--- src/rtl/dlpg_pkg.sv ---
// dlpg_pkg: shared types and constants for the dda line pixel generator
// depends on nothing; used by every module of the block but dlpg_out_buf
`timescale 1ns / 1ps

package dlpg_pkg;

  localparam int COORD_BITS_DEFAULT = 16;

  // register widths
  localparam int MARGIN_BITS    = 12;
  localparam int SCREEN_BITS    = 14;
  localparam int ADDR_BITS      = 32;
  localparam int PITCH_BITS     = 16;
  localparam int PIX_BITS_W     = 6;
  localparam int COLOR_BITS     = 32;
  localparam int CFG_INDEX_BITS = 3;
  localparam int CFG_DATA_BITS  = 32;

  localparam int BITS_PER_BYTE = 8;
  localparam int BYTE_SHIFT    = $clog2(BITS_PER_BYTE);
  localparam int STRIDE_BITS   = PIX_BITS_W - BYTE_SHIFT;

  // register reset values
  localparam logic [MARGIN_BITS-1:0] MARGIN_RESET   = '0;
  localparam logic [SCREEN_BITS-1:0] WIDTH_RESET    = SCREEN_BITS'(1920);
  localparam logic [SCREEN_BITS-1:0] HEIGHT_RESET   = SCREEN_BITS'(1080);
  localparam logic [ADDR_BITS-1:0]   BASE_RESET     = '0;
  localparam logic [PITCH_BITS-1:0]  PITCH_RESET    = PITCH_BITS'(7680);
  localparam logic [PIX_BITS_W-1:0]  PIX_BITS_RESET = PIX_BITS_W'(32);
  localparam logic [COLOR_BITS-1:0]  COLOR_RESET    = COLOR_BITS'(32'h0000_FF00);

  typedef enum logic [CFG_INDEX_BITS-1:0] {
    CFG_MARGIN        = 3'd0,
    CFG_SCREEN_WIDTH  = 3'd1,
    CFG_SCREEN_HEIGHT = 3'd2,
    CFG_FRAME_BASE    = 3'd3,
    CFG_LINE_PITCH    = 3'd4,
    CFG_PIXEL_BITS    = 3'd5,
    CFG_LINE_COLOR    = 3'd6
  } cfg_reg_t;

  typedef enum logic {
    OP_LOAD    = 1'b0,
    OP_ADVANCE = 1'b1
  } op_t;

endpackage

--- src/rtl/dlpg_dda_core.sv ---
// dlpg_dda_core: line state and exact remainder dda stepping, one step per advance before the final step
// depends on dlpg_pkg only for the default coordinate width parameter
`timescale 1ns / 1ps

module dlpg_dda_core #(
  parameter int COORD_BITS = dlpg_pkg::COORD_BITS_DEFAULT
) (
  input  logic                         clk,
  input  logic                         rst,
  input  logic                         load,
  input  logic                         advance,
  input  logic signed [COORD_BITS-1:0] start_x,
  input  logic signed [COORD_BITS-1:0] start_y,
  input  logic signed [COORD_BITS-1:0] end_x,
  input  logic signed [COORD_BITS-1:0] end_y,
  output logic                         busy,
  output logic signed [COORD_BITS-1:0] pos_x,
  output logic signed [COORD_BITS-1:0] pos_y,
  output logic                         frac_x,
  output logic                         frac_y,
  output logic                         final_step
);

  localparam int DW = COORD_BITS + 1;
  localparam int SW = COORD_BITS + 2;

  logic signed [COORD_BITS-1:0] origin [2];
  logic signed [DW-1:0]         delta  [2];
  logic signed [DW-1:0]         offset [2];
  logic signed [DW-1:0]         rem    [2];
  logic        [DW-1:0]         step_total;
  logic        [DW-1:0]         step_index;

  logic signed [DW-1:0]         delta_next  [2];
  logic        [DW-1:0]         mag_next    [2];
  logic signed [DW-1:0]         offset_next [2];
  logic signed [DW-1:0]         rem_next    [2];
  logic signed [SW-1:0]         sum         [2];
  logic signed [SW-1:0]         total_ext;

  assign final_step = step_index >= step_total;
  assign total_ext  = signed'({1'b0, step_total});

  always_comb begin
    delta_next[0] = DW'(end_x) - DW'(start_x);
    delta_next[1] = DW'(end_y) - DW'(start_y);
    for (int a = 0; a < 2; a++) begin
      mag_next[a] = delta_next[a][DW-1] ? DW'(-delta_next[a]) : delta_next[a];
      sum[a]         = SW'(rem[a]) + SW'(delta[a]);
      offset_next[a] = offset[a];
      rem_next[a]    = sum[a][DW-1:0];
      // at most one correction keeps the remainder in [0, steps)
      if (!delta[a][DW-1]) begin
        if (sum[a] >= total_ext) begin
          rem_next[a]    = DW'(sum[a] - total_ext);
          offset_next[a] = offset[a] + DW'(1);
        end
      end else if (sum[a][SW-1]) begin
        rem_next[a]    = DW'(sum[a] + total_ext);
        offset_next[a] = offset[a] - DW'(1);
      end
    end
  end

  always_ff @(posedge clk) begin
    if (rst) begin
      busy       <= 1'b0;
      step_total <= '0;
      step_index <= '0;
      for (int a = 0; a < 2; a++) begin
        origin[a] <= '0;
        delta[a]  <= '0;
        offset[a] <= '0;
        rem[a]    <= '0;
      end
    end else if (load) begin
      busy       <= 1'b1;
      origin[0]  <= start_x;
      origin[1]  <= start_y;
      step_total <= (mag_next[0] >= mag_next[1]) ? mag_next[0] : mag_next[1];
      step_index <= '0;
      for (int a = 0; a < 2; a++) begin
        delta[a]  <= delta_next[a];
        offset[a] <= '0;
        rem[a]    <= '0;
      end
    end else if (advance && busy) begin
      if (final_step) begin
        busy <= 1'b0;
      end else begin
        step_index <= step_index + DW'(1);
        for (int a = 0; a < 2; a++) begin
          offset[a] <= offset_next[a];
          rem[a]    <= rem_next[a];
        end
      end
    end
  end

  assign pos_x  = origin[0] + offset[0][COORD_BITS-1:0];
  assign pos_y  = origin[1] + offset[1][COORD_BITS-1:0];
  assign frac_x = rem[0] != '0;
  assign frac_y = rem[1] != '0;

endmodule

--- src/rtl/dlpg_pixel_calc.sv ---
// dlpg_pixel_calc: margin clip and frame buffer byte address of one pixel
// depends on dlpg_pkg for register widths
`timescale 1ns / 1ps

module dlpg_pixel_calc #(
  parameter int COORD_BITS = dlpg_pkg::COORD_BITS_DEFAULT
) (
  input  logic signed [COORD_BITS-1:0]              pos_x,
  input  logic signed [COORD_BITS-1:0]              pos_y,
  input  logic                                      frac_x,
  input  logic                                      frac_y,
  input  logic        [dlpg_pkg::MARGIN_BITS-1:0]   margin,
  input  logic        [dlpg_pkg::SCREEN_BITS-1:0]   screen_width,
  input  logic        [dlpg_pkg::SCREEN_BITS-1:0]   screen_height,
  input  logic        [dlpg_pkg::ADDR_BITS-1:0]     frame_base,
  input  logic        [dlpg_pkg::PITCH_BITS-1:0]    line_pitch,
  input  logic        [dlpg_pkg::PIX_BITS_W-1:0]    pixel_bits,
  output logic                                      visible,
  output logic        [dlpg_pkg::ADDR_BITS-1:0]     pixel_address
);

  localparam int EDGE_W = dlpg_pkg::SCREEN_BITS + 1;
  localparam int CMP_W  = ((COORD_BITS > EDGE_W) ? COORD_BITS : EDGE_W) + 1;
  localparam int AW     = dlpg_pkg::ADDR_BITS;

  logic signed [EDGE_W-1:0] hi_x, hi_y;
  logic signed [CMP_W-1:0]  px, py, lo, hx, hy;
  logic                     in_x, in_y;
  logic        [AW-1:0]     ux, uy, prod_x, prod_y;
  logic [dlpg_pkg::STRIDE_BITS-1:0] stride;

  // far edge can go negative, which hides the whole axis
  assign hi_x = signed'({1'b0, screen_width})  - EDGE_W'(margin);
  assign hi_y = signed'({1'b0, screen_height}) - EDGE_W'(margin);

  assign px = CMP_W'(pos_x);
  assign py = CMP_W'(pos_y);
  assign lo = CMP_W'(signed'({1'b0, margin}));
  assign hx = CMP_W'(hi_x);
  assign hy = CMP_W'(hi_y);

  // exact position is pos + rem/steps with 0 <= rem < steps
  assign in_x    = ((px > lo) || (px == lo && frac_x)) && (px < hx);
  assign in_y    = ((py > lo) || (py == lo && frac_y)) && (py < hy);
  assign visible = in_x && in_y;

  assign stride = pixel_bits[dlpg_pkg::PIX_BITS_W-1:dlpg_pkg::BYTE_SHIFT];
  assign ux     = AW'(pos_x);
  assign uy     = AW'(pos_y);
  assign prod_y = uy * AW'(line_pitch);
  assign prod_x = ux * AW'(stride);
  assign pixel_address = frame_base + prod_y + prod_x;

endmodule

--- src/rtl/dlpg_out_buf.sv ---
// dlpg_out_buf: two-entry output register with skid slot for the result channel
// depends on nothing beyond its data width parameter
`timescale 1ns / 1ps

module dlpg_out_buf #(
  parameter int DATA_W = 8
) (
  input  logic              clk,
  input  logic              rst,
  input  logic              push,
  input  logic [DATA_W-1:0] push_data,
  output logic              space,
  output logic              out_valid,
  input  logic              out_ready,
  output logic [DATA_W-1:0] out_data
);

  logic              head_valid, spare_valid;
  logic [DATA_W-1:0] head, spare;
  logic              pop;

  assign pop       = head_valid && out_ready;
  assign space     = !spare_valid;
  assign out_valid = head_valid;
  assign out_data  = head;

  always_ff @(posedge clk) begin
    if (rst) begin
      head_valid  <= 1'b0;
      spare_valid <= 1'b0;
    end else if (pop) begin
      if (spare_valid) begin
        spare_valid <= push;
      end else begin
        head_valid <= push;
      end
    end else if (push) begin
      if (!head_valid) begin
        head_valid <= 1'b1;
      end else begin
        spare_valid <= 1'b1;
      end
    end
  end

  always_ff @(posedge clk) begin
    if (pop) begin
      if (spare_valid) begin
        head  <= spare;
        spare <= push_data;
      end else begin
        head <= push_data;
      end
    end else if (push) begin
      if (!head_valid) begin
        head <= push_data;
      end else begin
        spare <= push_data;
      end
    end
  end

endmodule

--- src/rtl/dda_line_pixel_generator_unit.sv ---
// dda_line_pixel_generator_unit: top level of the dda line pixel generator
// depends on dlpg_pkg, dlpg_dda_core, dlpg_pixel_calc and dlpg_out_buf
`timescale 1ns / 1ps

// Usage
//   input channel (in_valid/in_ready): operation load latches start and end
//   points and starts a line; operation advance gives the next pixel of the
//   active line, from the start point through the end point inclusive. a load
//   or an advance with no active line gives nothing.
//   output channel (out_valid/out_ready): one transaction per pixel with its
//   coordinates, byte address, colour, visible flag and last flag.
//   configuration: cfg_write_enable writes cfg_write_data to the register
//   selected by cfg_index; write only while the block is idle.
// Timing
//   one item per clock while in_ready is high; an advance transaction
//   registers its pixel into the output buffer. the address multiply-add
//   sits between the line state registers and the output register; the dda
//   step (remainder add with one correction) feeds the line state registers.
//   a two-entry output buffer lets input flow on while a result waits; with
//   the receiver stalled the block takes input until one more pixel is made,
//   then drops in_ready until out_ready returns.
// Reset: rst (synchronous) clears the line state, empties the output buffer
//   and loads the default register values.

module dda_line_pixel_generator_unit #(
  parameter int COORD_BITS = dlpg_pkg::COORD_BITS_DEFAULT
) (
  input  logic                                     clk,
  input  logic                                     rst,
  input  logic                                     cfg_write_enable,
  input  logic [dlpg_pkg::CFG_INDEX_BITS-1:0]      cfg_index,
  input  logic [dlpg_pkg::CFG_DATA_BITS-1:0]       cfg_write_data,
  input  logic                                     in_valid,
  output logic                                     in_ready,
  input  logic                                     operation,
  input  logic signed [COORD_BITS-1:0]             start_x,
  input  logic signed [COORD_BITS-1:0]             start_y,
  input  logic signed [COORD_BITS-1:0]             end_x,
  input  logic signed [COORD_BITS-1:0]             end_y,
  output logic                                     out_valid,
  input  logic                                     out_ready,
  output logic signed [COORD_BITS-1:0]             pixel_x,
  output logic signed [COORD_BITS-1:0]             pixel_y,
  output logic [dlpg_pkg::ADDR_BITS-1:0]           pixel_address,
  output logic [dlpg_pkg::COLOR_BITS-1:0]          pixel_color,
  output logic                                     visible,
  output logic                                     last
);

  localparam int AW     = dlpg_pkg::ADDR_BITS;
  localparam int CW     = dlpg_pkg::COLOR_BITS;
  localparam int DATA_W = 2 * COORD_BITS + AW + CW + 2;

  logic [dlpg_pkg::MARGIN_BITS-1:0] margin;
  logic [dlpg_pkg::SCREEN_BITS-1:0] screen_width, screen_height;
  logic [AW-1:0]                    frame_base;
  logic [dlpg_pkg::PITCH_BITS-1:0]  line_pitch;
  logic [dlpg_pkg::PIX_BITS_W-1:0]  pixel_bits;
  logic [CW-1:0]                    line_color;

  logic                         accept, load, advance, busy, push;
  logic signed [COORD_BITS-1:0] pos_x, pos_y;
  logic                         frac_x, frac_y, final_step, pix_visible;
  logic [AW-1:0]                pix_address;
  logic [DATA_W-1:0]            push_data, out_data;

  always_ff @(posedge clk) begin
    if (rst) begin
      margin        <= dlpg_pkg::MARGIN_RESET;
      screen_width  <= dlpg_pkg::WIDTH_RESET;
      screen_height <= dlpg_pkg::HEIGHT_RESET;
      frame_base    <= dlpg_pkg::BASE_RESET;
      line_pitch    <= dlpg_pkg::PITCH_RESET;
      pixel_bits    <= dlpg_pkg::PIX_BITS_RESET;
      line_color    <= dlpg_pkg::COLOR_RESET;
    end else if (cfg_write_enable) begin
      unique case (dlpg_pkg::cfg_reg_t'(cfg_index))
        dlpg_pkg::CFG_MARGIN:
          margin <= cfg_write_data[dlpg_pkg::MARGIN_BITS-1:0];
        dlpg_pkg::CFG_SCREEN_WIDTH:
          screen_width <= cfg_write_data[dlpg_pkg::SCREEN_BITS-1:0];
        dlpg_pkg::CFG_SCREEN_HEIGHT:
          screen_height <= cfg_write_data[dlpg_pkg::SCREEN_BITS-1:0];
        dlpg_pkg::CFG_FRAME_BASE:
          frame_base <= cfg_write_data[AW-1:0];
        dlpg_pkg::CFG_LINE_PITCH:
          line_pitch <= cfg_write_data[dlpg_pkg::PITCH_BITS-1:0];
        dlpg_pkg::CFG_PIXEL_BITS:
          pixel_bits <= cfg_write_data[dlpg_pkg::PIX_BITS_W-1:0];
        dlpg_pkg::CFG_LINE_COLOR:
          line_color <= cfg_write_data[CW-1:0];
        default: begin
          // unused index, write dropped
        end
      endcase
    end
  end

  assign accept  = in_valid && in_ready;
  assign load    = accept && (dlpg_pkg::op_t'(operation) == dlpg_pkg::OP_LOAD);
  assign advance = accept && (dlpg_pkg::op_t'(operation) == dlpg_pkg::OP_ADVANCE);
  assign push    = advance && busy;

  dlpg_dda_core #(
    .COORD_BITS(COORD_BITS)
  ) u_core (
    .clk        (clk),
    .rst        (rst),
    .load       (load),
    .advance    (advance),
    .start_x    (start_x),
    .start_y    (start_y),
    .end_x      (end_x),
    .end_y      (end_y),
    .busy       (busy),
    .pos_x      (pos_x),
    .pos_y      (pos_y),
    .frac_x     (frac_x),
    .frac_y     (frac_y),
    .final_step (final_step)
  );

  dlpg_pixel_calc #(
    .COORD_BITS(COORD_BITS)
  ) u_calc (
    .pos_x         (pos_x),
    .pos_y         (pos_y),
    .frac_x        (frac_x),
    .frac_y        (frac_y),
    .margin        (margin),
    .screen_width  (screen_width),
    .screen_height (screen_height),
    .frame_base    (frame_base),
    .line_pitch    (line_pitch),
    .pixel_bits    (pixel_bits),
    .visible       (pix_visible),
    .pixel_address (pix_address)
  );

  assign push_data = {pos_x, pos_y, pix_address, line_color, pix_visible, final_step};

  dlpg_out_buf #(
    .DATA_W(DATA_W)
  ) u_buf (
    .clk       (clk),
    .rst       (rst),
    .push      (push),
    .push_data (push_data),
    .space     (in_ready),
    .out_valid (out_valid),
    .out_ready (out_ready),
    .out_data  (out_data)
  );

  assign {pixel_x, pixel_y, pixel_address, pixel_color, visible, last} = out_data;

endmodule

--- config.mk ---
export PLATFORM = sky130hd
export DESIGN_NAME = dda_line_pixel_generator_unit
export DESIGN_NICKNAME = d
export VERILOG_FILES = /design/src/rtl/dlpg_pkg.sv /design/src/rtl/dlpg_dda_core.sv /design/src/rtl/dlpg_pixel_calc.sv /design/src/rtl/dlpg_out_buf.sv /design/src/rtl/dda_line_pixel_generator_unit.sv
export SDC_FILE = /design/constraint.sdc
export NUM_CORES = 2
export LEC_CHECK = 0
export CORE_UTILIZATION = 28
export CTS_CLUSTER_DIAMETER = 60
export DETAILED_ROUTE_END_ITERATION = 16
export DONT_BUFFER_PORTS = 1
export HOLD_SLACK_MARGIN = 0.1
export SETUP_SLACK_MARGIN = 0.05
export SLEW_MARGIN = 10
export SYNTH_ARGS = -nofsm -noshare
export SYNTH_HDL_FRONTEND = slang
export SYNTH_SLANG_ARGS = --single-unit
--- constraint.sdc ---
create_clock -name clk -period 11.5 [get_ports clk]
set_input_delay 1.725 -clock clk [delete_from_list [all_inputs] [get_ports clk]]
set_output_delay 1.725 -clock clk [all_outputs]
set_load 0.1 [all_outputs]
==> summary.txt <==
GRT
  • GRT Residual Overflow: 0
  • Met1 usage: 20.8%
  • Vias in the first global route: 32.7k
  • First-pass GRT wire length: 195,000 um
  • Top Usage Layer GRT: met2
  • Initial antenna violation count: 7
  • Tot GR Track Use: 16.5%
  • Largest net degree at the start of global routing: 132
  • Met2 usage: 28.2%
  • Met3 Use GR: 3.44%

Synthesis
  • Async S/R FF share, synth: 0%
  • Register area share after synthesis: 30.6%
  • Post-synth EDFFs: 328
  • Yosys warns: 0
  • Net Count, Synth: 5,529
  • Yosys reg bits: 488
  • Mapped Area: 42,600 um^2
  • Post-Syn Instances: 4,649
  • Synthesized area per cell: 9.17 um^2
  • Top FF cell, synth: edfxtp_1
  • Synth unique cells: 102

STA
  • Final setup violation count: 0
  • Period utilisation layout: 91.2%
  • Setup TNS Final: 0 ns
  • Max Slew Vio Count: 0
  • Fin crit period: 10.48 ns
  • Hold Violations, Final: 0
  • Peak Freq: 95.4 MHz
  • Worst-Margin Slew: 1.25 ns
  • Setup skew after layout: 0.0256 ns
  • Worst relative slew slack: 17.1%
  • RSZ-0062 raised after global routing: false

Clock tree
  • CTS resizes: 0
  • Hold-fix buffers, CTS: 0
  • Number of buffers created by CTS: 66
  • CTS tree: yes
  • CTS clock-pin slew for the worst setup and hold paths: 0.06 ns
  • Setup Buffers After CTS: 0
  • Clk Latency, worst-skew pair: 0.67 ns
  • H-tree depth: 3
  • Root Buffer: clkbuf_16
  • Maximum root-to-sink buffer count: 3
  • CTS Sinks: 488

Final layout
  • Area Growth Syn to Fin: 11.1%
  • Post-layout util: 31.5%
  • Most frequent cells in the layout: nand2_1 (756), inv_1 (553), ha_1 (493)
  • Most common cell after layout, fill and taps aside: nand2_1
  • Fin nets: 5,509
  • Share of layout cells above drive strength 1: 5.00%

Floorplan
  • Die W: 392 um
  • IO Pins: 205
  • Starting Density: 28.3%
  • Core Rows: 142
  • Area of the core: 150,000 um^2
  • Die Ht: 392 um
  • Total die area: 154,000 um^2

Place
  • Hpwl dp: 100,000 um
  • Port Buffers: 0
  • Gp weighted congestion: 0.897

Worst setup path
  • Worst setup SP type: register
  • Critical path required time: 11.91 ns
  • Crit-path max FO: 7
  • Critical path class: reg2reg
  • Slowest cell on crit path: xnor2_1
  • Slowest cell delay on critical path: 0.54 ns
  • Crit path arrival time: 10.90 ns
  • Most frequent CP cell: fa_1
  • Setup crit end kind: register

Drt
  • DRT iter0 DRCs: 1,848
  • Pre-antenna DRT Iters: 7
  • Routed vias: 32.6k
  • Post-route ant nets: 0
  • Wire length per cell: 19.0 um
  • Final WL: 127,000 um
  • Post-route DRC: 0
  • Vias/cell: 4.86

Flow run
  • Max cap viols: 0

Power
  • Worst vdd ir: 0.293 mV
  • PwrDens: 249 nW/um^2
  • P_leak: 20.2 nW

Min path
  • Worst min path class: reg2reg

Run status
  • Status: completed
-- layer usage --
layer	vias to the layer above	part of all wire, %
li1	15800	-
met1	15900	44
met2	757	48
met3	174	5.7
met4	4	2.7
met5	-	0.021
-- kinds of logic after synthesis --
| family | count (synthesis) | synth area share (%) |
|---|---|---|
| mux | 22 | 0.555 |
| simple gates | 1564 | 16.8 |
| compound gates | 879 | 13.4 |
| flops | 488 | 30.6 |
| fa+ha+maj | 775 | 27.7 |
| xor+xnor | 226 | 4.69 |
| buf+inv | 695 | 6.19 |
-- metrics by stage --
stage / instances / hold WS [ns] / cell area (um^2) / total power [mW] / setup slack, ns
final: 6701 / 0.452 / 47300 / 11.8 / 1.02
after global routing: 6699 / 0.466 / 47300 / 12.9 / 0.158
after CTS: 6699 / 0.453 / 47300 / 11.9 / 1.04
after detailed placement: 6577 / 0.441 / 45100 / 9.70 / 1.05
after global placement: 6577 / 0.436 / 45100 / 9.57 / 1.24
after floorplan: 4649 / 0.430 / 42600 / 8.11 / 1.73
-- power by group --
part           internal (mW)  switching (mW)  leakage [nW]  total [mW]
combinational           2.82            4.09          14.7        6.91
clock                   1.19           0.893          1.08        2.08
sequential              2.42           0.360          4.48        2.78
total                   6.42            5.34          20.2        11.8
-- registers in the layout, summed over array words and instances, names as in the netlist, 3 cells and up --
name / flops
frame_base: 32
margin: 12
line_color: 32
screen_height: 14
u_buf.spare: 98
u_core.delta: 34
u_core.offset: 32
screen_width: 14
u_core.rem: 34
u_buf.out_data: 98
pixel_bits: 3
u_core.origin: 32
u_core.step_total: 17
u_core.step_index: 17
line_pitch: 16
-- synth_stat cells (25+ instances only) --
| cell | number | area share, % |
|---|---|---|
| ha_1 | 493 | 14 |
| xnor2_1 | 144 | 3.0 |
| xor2_1 | 80 | 1.6 |
| clkbuf_1 | 112 | 0.99 |
| and2_1 | 156 | 2.3 |
| nor2_1 | 276 | 2.4 |
| dfxtp_1 | 160 | 7.5 |
| edfxtp_1 | 328 | 23 |
| o21a_1 | 49 | 0.86 |
| nand2_1 | 757 | 6.7 |
| and3_1 | 25 | 0.37 |
| o21ai_0 | 131 | 1.5 |
| nor3_1 | 80 | 0.94 |
| a211oi_1 | 29 | 0.51 |
| nand3_1 | 45 | 0.53 |
| nand4_1 | 26 | 0.38 |
| nor2b_1 | 42 | 0.62 |
| nand2b_1 | 47 | 0.69 |
| fa_1 | 282 | 13 |
| inv_1 | 554 | 4.9 |
| o21bai_1 | 36 | 0.63 |
| a31oi_1 | 30 | 0.44 |
| a21o_1 | 77 | 1.4 |
| a21oi_1 | 304 | 3.6 |
-- area by class of cell --
class | instances | area, um^2
Timing Repair Buffer | 50 | 375
Clock inverter | 47 | 477
Multi-Input combinational cell | 3466 | 27100
Fill cell | 15700 | 103000
Sequential cell | 488 | 13100
Clock buffer | 75 | 1740
Tap cell | 2016 | 2520
Inverter | 557 | 2090
Antenna cell | 2 | 5.00
-- worst max-delay path, delay by kind of cell, from the launching register on --
kind / cells / cell delay, ns
adders and majority gates: 12 / 5.01
AOI/OAI and AO/OA: 13 / 2.20
xor gates and xnor gates: 3 / 1.10
and+or+nand+nor: 6 / 1.06
DFF: 1 / 0.40
muxes: 1 / 0.26
buffers and inverters: 4 / 0.21
-- final timing paths --
kind / cells past startpoint / slack, ns / end / startpoint
hold reg to reg: 2 / 0.45 / frame_base[11] / frame_base[11]
setup / recovery: 39 / 1.02 / u_buf.out_data[65] / u_core.offset[0][0]
hold / removal: 2 / 0.45 / frame_base[11] / frame_base[11]
setup reg to reg: 39 / 1.02 / u_buf.out_data[65] / u_core.offset[0][0]
No activity file was read; power rests on OpenSTA's default activity.
